===== src/sv/pdhm_pkg.sv =====
// Shared types, register indexes and constants of the dithered hex mono stream.
`default_nettype none
package pdhm_pkg;

    // Configuration register indexes.
    localparam logic [1:0] CFG_WIDTH  = 2'd0;
    localparam logic [1:0] CFG_HEIGHT = 2'd1;
    localparam logic [1:0] CFG_FORMAT = 2'd2;

    // Luma weights in 0.16 fixed point.
    localparam logic [15:0] LUMA_R = 16'd19595;
    localparam logic [15:0] LUMA_G = 16'd38470;
    localparam logic [15:0] LUMA_B = 16'd7471;

    // Controller states, one-hot.
    typedef enum logic [5:0] {
        S_CLEAR = 6'b000001,
        S_IDLE  = 6'b000010,
        S_LUMA  = 6'b000100,
        S_BLEND = 6'b001000,
        S_DITH  = 6'b010000,
        S_FLUSH = 6'b100000
    } t_state;

    // One finished mono byte handed to the output buffer.
    typedef struct packed {
        logic       vld;
        logic [7:0] mono_byte;
        logic       last;
    } t_hex_push;

    function automatic logic [6:0] hex_ascii(input logic [3:0] nib);
        if (nib < 4'd10) begin
            return 7'h30 + 7'(nib);
        end
        return 7'h37 + 7'(nib);
    endfunction

endpackage
`default_nettype wire


===== src/sv/pdhm_hex_out.sv =====
// Output buffer that sends one mono byte as two ASCII hex characters.
`default_nettype none
module pdhm_hex_out (
    input  wire logic                i_clk,
    input  wire logic                i_rst_n,
    input  wire pdhm_pkg::t_hex_push i_push,
    input  wire logic                i_out_ready,
    output logic                     o_out_valid,
    output logic [6:0]               o_hex_char,
    output logic                     o_last_char,
    output logic                     o_busy
);

    logic [1:0] r_cnt;
    logic [7:0] r_byte;
    logic       r_last;

    always_ff @(posedge i_clk) begin
        if (!i_rst_n) begin
            r_cnt <= 2'd0;
        end else if (i_push.vld) begin
            r_cnt <= 2'd2;
        end else if (o_out_valid && i_out_ready) begin
            r_cnt <= r_cnt - 2'd1;
        end
    end

    always_ff @(posedge i_clk) begin
        if (i_push.vld) begin
            r_byte <= i_push.mono_byte;
            r_last <= i_push.last;
        end
    end

    assign o_out_valid = (r_cnt != 2'd0);
    assign o_busy      = o_out_valid;
    assign o_hex_char  = pdhm_pkg::hex_ascii((r_cnt == 2'd2) ? r_byte[7:4] : r_byte[3:0]);
    // Only the low-nibble word of the final byte carries the flag.
    assign o_last_char = r_last && (r_cnt == 2'd1);

endmodule
`default_nettype wire


===== config.mk =====
export PLATFORM = sky130hd
export DESIGN_NAME = pdhm_hex_out
export DESIGN_NICKNAME = d
export VERILOG_FILES = /design/src/sv/pdhm_pkg.sv /design/src/sv/pdhm_hex_out.sv
export SDC_FILE = /design/constraint.sdc
export NUM_CORES = 1
export LEC_CHECK = 0
export ABC_CLOCK_PERIOD_IN_PS = 3300
export BUFFER_PORTS_ARGS = -buffer_cell sky130_fd_sc_hd__buf_4
export CAP_MARGIN = 20
export CORE_AREA = 3 3 40 42
export CTS_CLUSTER_DIAMETER = 30
export CTS_CLUSTER_SIZE = 14
export DETAILED_ROUTE_END_ITERATION = 10
export DIE_AREA = 0 0 43 45
export PLACE_DENSITY_LB_ADDON = 0.25
export RECOVER_POWER = 100
export SETUP_SLACK_MARGIN = 0.2
export SYNTH_ARGS = -nofsm -noshare
export SYNTH_HDL_FRONTEND = slang
export SYNTH_SLANG_ARGS = --single-unit

===== constraint.sdc =====
create_clock -name i_clk -period 3.3 [get_ports i_clk]
set_input_delay 0.825 -clock i_clk [delete_from_list [all_inputs] [get_ports i_clk]]
set_output_delay 0.825 -clock i_clk [all_outputs]
set_load 0.02 [all_outputs]

==> metrics.csv <==
metric;value;unit
grt_pass1_wl;1869;microns
finalHoldViolations;0;
finalSetupViolCount;0;
overflow;0;
synth-seq-area-share;50.51;%
holdBufCountCts;0;
grt.total_usage;13.20;%
cts_resized;0;
peakVddDrop;278.2;uV
clkSinkCount;11;
post_cts_buffers;0;
drtIter0Drc;1;
wire_per_inst;12.22;microns
clk_latency;0.26;ns
cp-end-kind;output port;
routabilityCongestion;0.7092;
cts.clk_slew.worst_paths;0.06;ns
synthCells;47;
cp.arrival;2.08;ns
antenna_violating_nets_post_route;0;
finalCriticalPeriod;2.906;ns
yosysWarnings;0;
grt_pass1_vias;439;
area_growth_syn_to_layout;26.88;%
leakage;0.0003239;uW
dp_cells;82;
num_vias;400;
total_power;369.6;uW
final-max-slew-violation-count;0;
maxCapViolCount;0;
final_nets;89;
die_y;45;microns
cts_buffers;3;
grt_max_degree;12;
skew;0.0008169;ns
start_util;47.81;%
avgViaCountPerCell;4.651;
critPathMaxFanout;8;
num_rows;13;
rsz0062_at_grt;false;
drive_gt1_share;35.21;%
fin_cells;86;
hpwl;881.6;microns
die_x;43;microns
cts_root_buf;clkbuf_4;
antenna_cells;0;
totalWireLength;1051;microns
setup-tns-final;0;ns
port_buffers;22;
syn_area;614.3;sq um
cts.path.max_buffers;2;
hp-class;reg -> reg;
dieArea;1935;sq um
synth_seq_cells;11;
drc;0;
ioPinCount;23;
synth.avg_cell_area;13.07;sq um
design.core.area;1285;sq um
period_share;88.05;%
max_freq;344.1;MHz
cts_tree;yes;
status;complete, no violations;
finish.utilization;60.66;%
power_density;474.2;nW/um^2
syn_nets;64;
cts-htree-levels;1;
yosysUniqueCellTypes;26;
cp_data_required_time;2.47;ns
path_class;reg -> out;
first_pass_iters;4;
antenna_found_initial;0;
start_kind;flop;
slew_headroom;63.66;%
tightest_slew;0.5452;ns
-- report_power, final --
group          switching, uW  internal [uW]
Combinational           59.7           53.7
Clock                   40.5           46.7
Sequential              6.97            162
-- critical path: stages, from the launching register on --
cell and delay [ns]:
dfxtp_1 0.34, inv_1 0.09, ha_1 0.42, mux2i_4 0.35
ha_1 0.21, o21ai_1 0.09, and2_1 0.17, buf_4 0.15
-- placed cells by master (no fill, tap or decap), drive strengths merged, types with 2 or more instances in the layout --
| cell | count |
|---|---|
| buf | 8 |
| nand2 | 3 |
| mux2i | 5 |
| and2 | 2 |
| edfxtp | 9 |
| nand2b | 2 |
| nor2 | 2 |
| dfxtp | 2 |
| inv | 3 |
| a21oi | 2 |
| ha | 4 |
| clkbuf | 18 |
-- worst paths after layout --
check | startpoint | end | slack (ns) | cells past startpoint
setup / recovery | r_cnt[0] | o_hex_char[6] | 0.39 | 7
hold / removal | r_cnt[0] | r_cnt[0] | 0.62 | 2
setup reg to reg | r_cnt[0] | r_cnt[1] | 2.02 | 5
hold reg to reg | r_cnt[0] | r_cnt[0] | 0.62 | 2
-- cell usage after synthesis --
library cell,count,area [sq um]
a21oi_1,2,10.01
buf_6,1,11.26
o21a_1,1,7.510
xnor2_1,1,8.760
nand2b_1,1,6.260
nor2_1,2,7.510
nor3b_1,1,7.510
ha_1,4,50.05
o21ai_1,1,5.000
o22a_1,1,8.760
and2_1,2,12.51
a22oi_2,1,12.51
mux2_4,1,15.01
xor2_1,1,8.760
buf_4,1,7.510
mux2i_4,1,22.52
nor3_1,1,5.000
nand2_1,3,11.26
nor2b_1,1,6.260
edfxtp_1,9,270.3
mux2i_1,2,20.02
inv_1,3,11.26
mux2i_2,2,27.53
dfxtp_1,2,40.04
a21o_1,1,7.510
nand2b_4,1,13.76
-- through the flow --
stage | area, sq um | hold slack, ns | setup slack (ns)
finish | 779.5 | 0.6156 | 0.3942
global placement | 779.5 | 0.5724 | 0.7166
CTS | 805.8 | 0.6101 | 0.3642
global route | 779.5 | 0.6522 | 0.1812
floorplan | 614.3 | 0.5408 | 0.8468
detailed placement | 779.5 | 0.5929 | 0.6760
-- kinds of logic (layout without fill, tap and decap cells) --
kind of cell	Yosys count	in the layout	share of synthesized area (%)
AND/OR/NAND/NOR	12	12	11.41
flip-flops	11	11	50.51
AO/OA/AOI/OAI	7	7	8.350
multiplexers	6	6	13.85
buffers and inverters	5	29	4.888
adder cells (fa/ha/maj)	4	4	8.147
XOR/XNOR	2	2	2.852
-- routing by layer --
layer | global-route usage, % | part of all wire (%)
met3 | 1.594 | 5.7
met4 | 9.036 | 0
met2 | 24.25 | 54
met5 | 0 | 0
met1 | 14.14 | 40
-- registers in the layout, indices dropped and copies added, names as in the netlist --
name,count
r_byte,8
r_cnt,2
r_last,1
-- area by class of cell --
type,count,area [sq um]
clock buffers,4,26.28
fillers,115,505.5
inverters,3,11.26
multi-input cells,31,266.5
flip-flops and latches,11,310.3
well taps,15,18.77
repair buffers,22,146.4
Power figures use the tool's default switching activity.
