--- config.mk ---
export PLATFORM = sky130hd
export DESIGN_NAME = pdhm_grey
export DESIGN_NICKNAME = d
export VERILOG_FILES = /design/src/sv/pdhm_pkg.sv /design/src/sv/pdhm_grey.sv
export SDC_FILE = /design/constraint.sdc
export NUM_CORES = 1
export LEC_CHECK = 0
export ABC_AREA = 1
export BUFFER_PORTS_ARGS = -buffer_cell sky130_fd_sc_hd__clkbuf_2
export CORE_MARGIN = 5
export CORE_UTILIZATION = 35
export DETAILED_ROUTE_END_ITERATION = 8
export PLACE_DENSITY = 0.63
export SKIP_LAST_GASP = 1
export SYNTH_ARGS = -nofsm -noshare
export SYNTH_HDL_FRONTEND = slang
export SYNTH_SLANG_ARGS = --single-unit
--- constraint.sdc ---
create_clock -name i_clk -period 6.6 [get_ports i_clk]
set_clock_uncertainty 0.15 [all_clocks]
set_input_delay 0.33 -clock i_clk [delete_from_list [all_inputs] [get_ports i_clk]]
set_output_delay 0.33 -clock i_clk [all_outputs]
set_load 0.03 [all_outputs]
--- src/sv/pdhm_pkg.sv ---
// Shared types, register indexes and constants of the dithered hex mono stream.
`default_nettype none
package pdhm_pkg;

    // Configuration register indexes.
    localparam logic [1:0] CFG_WIDTH  = 2'd0;
    localparam logic [1:0] CFG_HEIGHT = 2'd1;
    localparam logic [1:0] CFG_FORMAT = 2'd2;

    // Luma weights in 0.16 fixed point.
    localparam logic [15:0] LUMA_R = 16'd19595;
    localparam logic [15:0] LUMA_G = 16'd38470;
    localparam logic [15:0] LUMA_B = 16'd7471;

    // Controller states, one-hot.
    typedef enum logic [5:0] {
        S_CLEAR = 6'b000001,
        S_IDLE  = 6'b000010,
        S_LUMA  = 6'b000100,
        S_BLEND = 6'b001000,
        S_DITH  = 6'b010000,
        S_FLUSH = 6'b100000
    } t_state;

    // One finished mono byte handed to the output buffer.
    typedef struct packed {
        logic       vld;
        logic [7:0] mono_byte;
        logic       last;
    } t_hex_push;

    function automatic logic [6:0] hex_ascii(input logic [3:0] nib);
        if (nib < 4'd10) begin
            return 7'h30 + 7'(nib);
        end
        return 7'h37 + 7'(nib);
    endfunction

endpackage
`default_nettype wire

--- src/sv/pdhm_grey.sv ---
// Two-stage grey conversion: luma weighting, then alpha blend over white (skipped in the 16-bit format).
`default_nettype none
module pdhm_grey (
    input  wire logic        i_clk,
    input  wire logic [31:0] i_pixel,
    input  wire logic        i_format,
    output logic      [7:0]  o_grey
);

    logic [7:0]  w_r, w_g, w_b;
    logic [23:0] w_sum;
    logic [7:0]  r_luma, r_alpha, r_m2;
    logic        r_fmt, r_fmt2;
    logic [15:0] r_blend;
    logic [16:0] w_div;

    always_comb begin
        if (i_format) begin
            w_r = {i_pixel[15:11], 3'b000};
            w_g = {i_pixel[10:5], 2'b00};
            w_b = {i_pixel[4:0], 3'b000};
        end else begin
            w_r = i_pixel[23:16];
            w_g = i_pixel[15:8];
            w_b = i_pixel[7:0];
        end
        w_sum = 24'(pdhm_pkg::LUMA_R) * 24'(w_r) + 24'(pdhm_pkg::LUMA_G) * 24'(w_g)
              + 24'(pdhm_pkg::LUMA_B) * 24'(w_b);
    end

    always_ff @(posedge i_clk) begin
        r_luma  <= w_sum[23:16];
        r_alpha <= i_pixel[31:24];
        r_fmt   <= i_format;
        r_blend <= 16'({8'd0, r_alpha} * {8'd0, r_luma})
                 + 16'({8'd0, 8'd255 - r_alpha} * 16'd255);
        r_m2    <= r_luma;
        r_fmt2  <= r_fmt;
    end

    // Division by 255, exact for every dividend the blend can produce (at most 255 * 255).
    assign w_div  = 17'(r_blend) + 17'd1 + 17'(r_blend[15:8]);
    assign o_grey = r_fmt2 ? r_m2 : w_div[15:8];

endmodule
`default_nettype wire

==> impl_results.md, run 1 <==
* Wire length of the first global-routing pass at 51000 um
* Simple-gate share of the synthesized area at between 10% and 20%
* Slowest stage cell, crit path: fa_1
* R2R Setup Slk at around 1.1 ns
* Fmax at roughly 160 MHz
* Die X at just under 200 um
* Top sig layer: met4
* Unrepaired setup endpoints after global routing: false
* Proportion of synthesized chip area in sequential cells at approximately 6.8%
* Reg2Reg Launch Point: r_alpha[2]
* TritonCTS clock tree: done
* Max Slew Vio Count at 0
* Finished Layout Cells at 2107
* Num CTS Buffers at 5
* Critical path type: in -> reg
* CP arrival at 6.31 ns
* Mapped Nets at 1994
* Routed vias at 9607
* Final worst-path cycle share at a little over nine tenths
* WP data required at 6.64 ns
* Die Span Y at around 200 um
* Most common cell after layout, fill and taps aside: inv_1
* Total GRT Usage at between 15 and 20%
* Core area at 34600 um2
* Row cnt at 68
* Number of port buffers at 41
* GP Congestion at 0.899
* Status: finished, final reports clean
* Slew @ Worst Pin at 0.655 ns
* Top post-synthesis cells by area: fa_1 (34%), ha_1 (22%), inv_1 (13%), nand2_1 (8.9%), dfxtp_1 (6.8%)
* Clock sinks at 42
* Vias in the first global route at about 10000
* Xor and xnor area share after synthesis at under 10%
* Yosys top cell area share at 34.0%
* Largest net degree at the start of global routing at 24
* WL final at 29800 um
* Critical Path Max Stage Delay at 0.61 ns
* First-pass DRT Iterations at 7
* Met2 WL post-DR at 14100 um
* Leading register cell type out of synthesis: dfxtp_1
* Final Util at 40.9%
* Worst R2R Path Depth at 15
* Synth Register Bits at 42
* I/O pin total at 42
* Area leader, netlist: fa_1
* Hold Path Stages at 2
* Main combinational cell family by area after synthesis: adder cells
* Worst Setup SP: i_format
* Distinct cells, synth at 38
* Placed cells at ~2100
* Total grt overflow at 0
* Clk_lat worst skew at 0.29 ns
* Most frequent cells in the layout: inv_1 (427), nand2_1 (287), fa_1 (208)
* Hold Crit Start: i_format
* Worst setup path endpoint: r_luma[7]
* Clock-pin slew on the worst setup and hold paths at ~0.060 ns
* Multiplexer area fraction after synthesis at 0%
* H-tree depth at 2
* Synth Warn # at 0
* Final net count at 2114
* Crit-path max FO at 6
* Mapped Area at 12300 um2
* Slew headroom at a little under three fifths
* Synth Area in Adders at 56.3%
* Starting Density at 35.6%
* Met1 WL at 14100 um
* DP Wirelength at 26700 um
* DR DRC count at 0
* Initial antenna violation count at 0
* Synth-to-layout area growth at 15.1%
* Worst r2r dst: r_blend[14]
* Root buf cell: clkbuf_16
* CTS Buffer Depth at 2
* Complex-gate fraction of the synthesized area at under 10%
* Syn avg cell area at 8.05 um2
* DR WL met3 at between 900 and 1000 um
* Post-synth EDFFs at 0
* Worst min path class: in -> reg
* Drt via density at 4.56
* Layout cells sized above 1 at 12.0%
* Maxcap violations at 0
* Crit start category: input port
* Final setup viols at 0
* Iter 0 DRT Violations at 455
* Min cycle time layout at roughly 6.3 ns
* Cells after Synth at 1531
* WL per Instance at 14.2 um
* Critical Path End Type: flip-flop
* Post-synth ARST share at 0%
* Die area at 39000 um2
* Final hold vios at 0
* Detail Route Antenna Nets at 0
* Diodes inserted at 0
sequential cells by signal (all words and copies together) (netlist names):
signal   cells
r_m2         8
r_alpha      8
r_blend     16
r_luma       8
r_fmt2       1
r_fmt        1
routing by layer:
metal	vias up	global-route usage [%]
met5	-	0
met4	0	3.80
met3	39	1.38
met2	170	27.1
met1	4571	22.2
li1	4827	-
worst max-delay path: cells and delay by family:
family	cells	cell delay (ns)
adders and majority gates	10	3.72
AOI/OAI and AO/OA	4	0.61
xor gates and xnor gates	1	0.22
and+or+nand+nor	8	0.99
buffers and inverters	6	0.44
repair_timing:
item                                    4_1_cts  5_1_grt
buffers inserted                              0        2
endpoints found under the setup margin        3        8
resized for setup                             2       45
endpoints found under the hold margin         8        0
hold buffers                                  8        0
pin swaps                                     0        9
Yosys cell counts, types with 4 or more instances:
master	n
inv_1	429
nand2_1	292
ha_1	220
fa_1	209
nor2_1	70
nand3_1	63
a21oi_1	47
dfxtp_1	42
o21ai_0	24
xor2_1	20
clkbuf_1	19
nand4_1	14
xnor2_1	11
o21bai_1	10
nor3_1	9
a21o_1	7
nand3b_1	6
or2_2	6
inv_2	5
nor2_2	4
o21ai_1	4
area by class of cell:
class	instances	area [um2]
well taps	455	569
fillers	3481	20400
clock inverters	3	43.8
repair buffers	134	937
inverters	434	1630
multi-input cells	1034	10000
clock buffers	5	125
flip-flops and latches	42	841
cells by family after synthesis:
logic type      after synthesis
simple gates                471
buf+inv                     455
fa+ha+maj                   429
compound gates              102
flops                        42
xor+xnor                     31
other cells                   1
per-stage QoR:
step	hold WS (ns)	setup slack, ns	area, um2	setup TNS [ns]
6_report	0.150	0.326	14200	0
3_3_place_gp	0.169	-0.184	13700	-1.18
3_5_place_dp	0.171	-0.317	13700	-2.21
4_1_cts	0.186	0.0430	13900	0
2_1_floorplan	0.160	0.0108	12300	0
5_1_grt	0.149	0.0228	14200	0
worst min-delay path by stage:
stage	to
after floorplan	r_fmt2
after global placement	r_fmt2
after detailed placement	r_fmt2
after CTS	r_fmt2
after global routing	r_fmt
final	r_fmt
Power of run 1 is not shown: default switching activity piles up to over one toggle a cycle in this logic, so the estimate is an artifact.
==> inputs of run 2 (changes only) <==
--- a/config.mk
+++ b/config.mk
@@ -9,6 +9,8 @@
 export BUFFER_PORTS_ARGS = -buffer_cell sky130_fd_sc_hd__clkbuf_2
+export CELL_PAD_IN_SITES_DETAIL_PLACEMENT = 1
+export CELL_PAD_IN_SITES_GLOBAL_PLACEMENT = 2
 export CORE_MARGIN = 5
-export CORE_UTILIZATION = 35
+export CORE_UTILIZATION = 36
 export DETAILED_ROUTE_END_ITERATION = 8
-export PLACE_DENSITY = 0.63
+export PLACE_DENSITY = 0.9
 export SKIP_LAST_GASP = 1
--- a/constraint.sdc
+++ b/constraint.sdc
@@ -4,2 +4,2 @@
 set_output_delay 0.33 -clock i_clk [all_outputs]
-set_load 0.03 [all_outputs]
+set_load 0.01 [all_outputs]
==> run 2 against run 1 <==
Global-route usage is 3.0 points higher; core utilization up 1.1 points; wire length grew 20%; via count rose by 4.4%; first-iteration DRC count fell by 16%; non-clock buffer count down 2.
==> impl_results.md, run 2 (synthesis results as in run 1) <==
* WL per Instance at 17.1 um (was 14.2 um)
* Diodes inserted at 0 (unchanged)
* WP data required at 6.64 ns (about the same)
* Final hold vios at 0 (unchanged)
* Detail Route Antenna Nets at 0 (unchanged)
* Die area at 38000 um2 (was 39000 um2)
* Number of port buffers at 41 (unchanged)
* I/O pin total at 42 (unchanged)
* Root buf cell: clkbuf_16 (unchanged)
* Placed cells at 2079 (was 2089)
* Wire length of the first global-routing pass at 58100 um (was 51000 um)
* Max Slew Vio Count at 0 (unchanged)
* TritonCTS clock tree: done (unchanged)
* Core area at 33700 um2 (was 34600 um2)
* Slowest stage cell, crit path: fa_1 (unchanged)
* Critical Path End Type: flip-flop (unchanged)
* CP arrival at 6.40 ns (was 6.31 ns)
* Most common cell after layout, fill and taps aside: inv_1 (unchanged)
* Largest delay share family, worst path: adder cells (unchanged)
* Num CTS Buffers at 5 (unchanged)
* Die Span Y at 195 um (was 198 um)
* CTS Buffer Depth at 2 (unchanged)
* DR DRC count at 0 (unchanged)
* Initial antenna violation count at 0 (unchanged)
* Maxcap violations at 0 (unchanged)
* Top cell by count, worst path: fa_1
* GP Congestion at 0.959 (was 0.899)
* Unrepaired setup endpoints after global routing: true (was false)
* Status: finished, final reports clean (unchanged)
* Layout cells sized above 1 at 11.9% (was 12.0%)
* Clk_lat worst skew at 0.30 ns (was 0.29 ns)
* Iter 0 DRT Violations at 381 (was 455)
* Finished Layout Cells at 2098 (was 2107)
* Vias in the first global route at 11300 (was 10300)
* Slew headroom at 55.5% (was 56.1%)
* Starting Density at 36.6% (was 35.6%)
* Critical Path Max Stage Delay at 0.51 ns (was 0.61 ns)
* Crit-path max FO at 9 (was 6)
* Final net count at 2112 (was 2114)
* Routed vias at 10000 (was 9607)
* Clock sinks at 42 (unchanged)
* Row cnt at 67 (was 68)
* Crit start category: input port (unchanged)
* WP buf/inv at 8 (was 6)
* WHS at 0.0324 ns (was 0.150 ns)
* Most frequent cells in the layout: inv_1 (427), nand2_1 (289), fa_1 (209) (was inv_1 (427), nand2_1 (287), fa_1 (208))
* Max reg flops at 16 (unchanged)
* H-tree depth at 2 (unchanged)
* Slew @ Worst Pin at 0.666 ns (was 0.655 ns)
* First-pass DRT Iterations at 5 (was 7)
* Die X at 195 um (was 198 um)
* DP Wirelength at 31800 um (was 26700 um)
* Fmax at 157 MHz (was 159 MHz)
* Min cycle time layout at 6.36 ns (was 6.27 ns)
* Critical path type: in -> reg (unchanged)
* Final worst-path cycle share at 96.3% (was 95.1%)
* Synth-to-layout area growth at 15.0% (was 15.1%)
* Drt via density at 4.78 (was 4.56)
* Final setup viols at 0 (unchanged)
* Largest net degree at the start of global routing at 19 (was 24)
* WL final at 35900 um (was 29800 um)
* Total grt overflow at 0 (unchanged)
* Biggest register: r_blend (unchanged)
* Clock-pin slew on the worst setup and hold paths at 0.07 ns (was 0.06 ns)
* Worst min path class: in -> reg (unchanged)
* Final Util at 42.1% (was 40.9%)
* Total GRT Usage at 19.0% (was 16.0%)
## run 2: cell types whose count changed in the layout (fill, tap and decap cells not counted), moves of 2 or more
cell | before | now
nor2_1 | 64 | 62
ha_4 | 12 | 14
buf_6 | 3 | 1
nand2_1 | 287 | 289
a21oi_2 | 3 | 6
a21oi_1 | 45 | 42
xor2_1 | 17 | 19
nand2_2 | 7 | 5
xor2_2 | 3 | 1
## run 2: worst paths after layout
check | from | end | slack, ns | cells past startpoint
max | i_format | r_luma[4] | 0.24 | 30
min | i_format | r_fmt | 0.03 | 1
max reg2reg | r_alpha[2] | r_blend[15] | 0.97 | 18
min reg2reg | r_fmt | r_fmt2 | 0.30 | 0
## run 2: cell type report
class,instances,area (um2)
clock buffers,6,129
clock inverters,2,37.5
fillers,4131,19500
inverters,434,1630
multi-input cells,1034,10100
flip-flops and latches,42,841
well taps,448,561
repair buffers,132,915
## run 2: worst register-to-register path: cells and delay by family (launching register included)
kind | cells | cell delay (ns)
xor gates and xnor gates | 1 | 0.16
AOI/OAI and AO/OA | 1 | 0.18
and+or+nand+nor | 6 | 0.59
buffers and inverters | 3 | 0.18
DFF | 1 | 0.75
adders and majority gates | 7 | 3.47
## run 2: through the flow
stage	setup TNS, ns	area [um2]	setup WS, ns
after CTS	0	13900	0.0156
final	0	14200	0.243
after floorplan	0	12300	0.0108
after global placement	-1.34	13600	-0.224
after global routing	-0.341	14200	-0.0651
after detailed placement	-3.16	13600	-0.437
## run 2: repair_timing
item                                   in CTS  in global routing
endpoints found under the hold margin       8                  0
gates resized for setup                     7                 41
hold buffers                                8                  0
pin swaps                                   2                 13
setup endpoints to repair                   8                  8
setup buffers                               1                  2
## run 2: per-layer routing
layer | global-route usage [%] | wire length, um | up-vias | share of wire [%]
met5 | 0 | 0 | - | 0
met4 | 5.90 | 1300 | 0 | 3.6
met3 | 2.48 | 1180 | 63 | 3.3
met2 | 34.0 | 17900 | 177 | 50
met1 | 23.7 | 15400 | 4966 | 43
li1 | - | - | 4823 | -
Power of run 2 is left out for the same reason.
==> inputs of run 3 (changes only) <==
- PLACE_DENSITY: 0.9 -> default
- PLACE_DENSITY_LB_ADDON: default -> 0.3
==> run 3 against run 2 <==
Via count fell by 1.9%; non-clock buffer count rose by 14; critical endpoint is now r_luma[3]; clock-buffer cell count fell by 1.
==> impl_results.md, run 3 (synthesis results as in run 1) <==
* DR DRC count at 0 (unchanged)
* Unrepaired setup endpoints after global routing: true (unchanged)
* Number of port buffers at 41 (unchanged)
* I/O pin total at 42 (unchanged)
* WP data required at 6.64 ns (about the same)
* GR Util met1 at 23.7% (about the same)
* Met2 usage at 36.5% (was 34.0%)
* Max Slew Vio Count at 0 (unchanged)
* Worst min path class: in -> reg (unchanged)
* Reg2Reg Launch Point: r_alpha[3] (was r_alpha[2])
* Placed cells at 2091 (was 2079)
* Status: finished, final reports clean (unchanged)
* Design area at 14400 um2 (was 14200 um2)
* Total grt overflow at 0 (unchanged)
* Crit start category: input port (unchanged)
* GP Congestion at 0.917 (was 0.959)
* Worst Setup SP: i_format (unchanged)
* Vias in the first global route at 11400 (was 11300)
* CTS Buffer Depth at 2 (unchanged)
* Core area at 33700 um2 (unchanged)
* Routed vias at 9837 (was 10000)
* WP buf/inv at 8 (unchanged)
* Wire length of the first global-routing pass at 58600 um (was 58100 um)
* Fmax at 158 MHz (was 157 MHz)
* Most frequent cells in the layout: inv_1 (426), nand2_1 (282), fa_1 (205) (was inv_1 (427), nand2_1 (289), fa_1 (209))
* Diodes inserted at 0 (unchanged)
* Detail Route Antenna Nets at 0 (unchanged)
* Setup TNS at 0 ns (unchanged)
* Starting Density at 36.6% (unchanged)
* Total GRT Usage at 19.1% (was 19.0%)
* Area post-placement at 13700 um2 (was 13600 um2)
* Slew @ Worst Pin at 0.755 ns (was 0.666 ns)
* Die area at 38000 um2 (unchanged)
* Critical Path End Type: flip-flop (unchanged)
* Row cnt at 67 (unchanged)
* GR peak layer: met2 (unchanged)
* Most common cell after layout, fill and taps aside: inv_1 (unchanged)
* Final net count at 2126 (was 2112)
* Initial antenna violation count at 0 (unchanged)
* Crit-path max FO at 3 (was 9)
* Worst r2r dst: r_blend[15] (unchanged)
* Die X at 195 um (unchanged)
* Biggest register: r_blend (unchanged)
* Largest net degree at the start of global routing at 23 (was 19)
* Min cycle time layout at 6.35 ns (was 6.36 ns)
* WP depth at 31 (was 30)
* Clk_lat worst skew at 0.30 ns (about the same)
* WL final at 35400 um (was 35900 um)
* TritonCTS clock tree: done (unchanged)
* Root buf cell: clkbuf_16 (unchanged)
* Finished Layout Cells at 2112 (was 2098)
* DP Wirelength at 31800 um (about the same)
* Worst R2R Path Depth at 18 (unchanged)
* Slowest stage cell, crit path: fa_1 (unchanged)
* Largest delay share family, worst path: adder cells (unchanged)
* Final worst-path cycle share at 96.2% (was 96.3%)
* Clock-pin slew on the worst setup and hold paths at 0.07 ns (about the same)
* First-pass DRT Iterations at 4 (was 5)
* Iter 0 DRT Violations at 301 (was 381)
* Critical path type: in -> reg (unchanged)
* Critical Path Max Stage Delay at 0.61 ns (was 0.51 ns)
* Max reg flops at 16 (unchanged)
* Drt via density at 4.66 (was 4.78)
* Slew headroom at 49.6% (was 55.5%)
* Num CTS Buffers at 5 (unchanged)
* R2R Setup Slk at 0.88 ns (was 0.97 ns)
* Final setup viols at 0 (unchanged)
* WL per Instance at 16.8 um (was 17.1 um)
* Layout cells sized above 1 at 13.9% (was 11.9%)
* Final hold vios at 0 (unchanged)
* Synth-to-layout area growth at 16.6% (was 15.0%)
* Maxcap violations at 0 (unchanged)
* CP arrival at 6.39 ns (was 6.40 ns)
* Die Span Y at 195 um (unchanged)
* Worst setup path endpoint: r_luma[3] (was r_luma[4])
* H-tree depth at 2 (unchanged)
* Clock sinks at 42 (unchanged)
* GRT met3 Usage at 1.28% (was 2.48%)
## run 3: cell types whose count changed in the layout (fill, tap and decap cells not counted), sizes merged
| cell | delta |
|---|---|
| buf | +13 |
| clkinvlp | -1 |
| bufinv | -1 |
| inv | +3 |
## run 3: worst min-delay path by stage
stage | start | endpoint | slack, ns | cells past startpoint
2_1_floorplan | r_fmt | r_fmt2 | 0.16 | 0
6_report | i_format | r_fmt | 0.17 | 2
5_1_grt | i_format | r_fmt | 0.18 | 2
3_5_place_dp | r_fmt | r_fmt2 | 0.16 | 0
4_1_cts | i_format | r_fmt | 0.17 | 2
3_3_place_gp | r_fmt | r_fmt2 | 0.16 | 0
## run 3: metrics by stage
stage	util [%]	worst slack (ns)	hold WS [ns]
2_1_floorplan	-	0.0108	0.160
4_1_cts	41.6	0.0129	0.174
3_5_place_dp	40.7	-0.463	0.165
3_3_place_gp	40.7	-0.221	0.163
5_1_grt	42.6	-0.0384	0.176
6_report	42.6	0.254	0.175
## run 3: worst register-to-register path, cell delays in order (launching register included)
cell and delay [ns]:
dfxtp_1 0.81, nand2_1 0.18, fa_1 0.57, inv_1 0.06, fa_1 0.53, inv_1 0.05, fa_1 0.50, inv_1 0.06
fa_1 0.47, fa_1 0.53, fa_1 0.49, ha_1 0.39, nand2_1 0.13, inv_1 0.06, a21oi_1 0.19, nor2_1 0.06
nor2_1 0.10, nand2_1 0.07, xor2_1 0.17
## run 3: area by class of cell
type / instances / area (um2)
Inverter: 434 / 1630
Sequential cell: 42 / 841
Tap cell: 448 / 561
Timing Repair Buffer: 146 / 1020
Fill cell: 4158 / 19300
Clock buffer: 5 / 125
Multi-Input combinational cell: 1034 / 10200
Clock inverter: 3 / 26.3
## run 3: routing by layer
metal	wire [um]	part of all wire (%)
met5	0	0
met2	18900	53
met1	15200	43
met4	621	1.8
met3	642	1.8
## run 3: timing repair
action                                  CTS  global route
hold endpoints to repair                  8             0
setup buffers                             4             1
endpoints found under the setup margin    8             8
resized for setup                         8            72
hold buffers                              8             0
cloned                                    0             0
pin swaps                                 4            16
Power of run 3 is left out for the same reason.
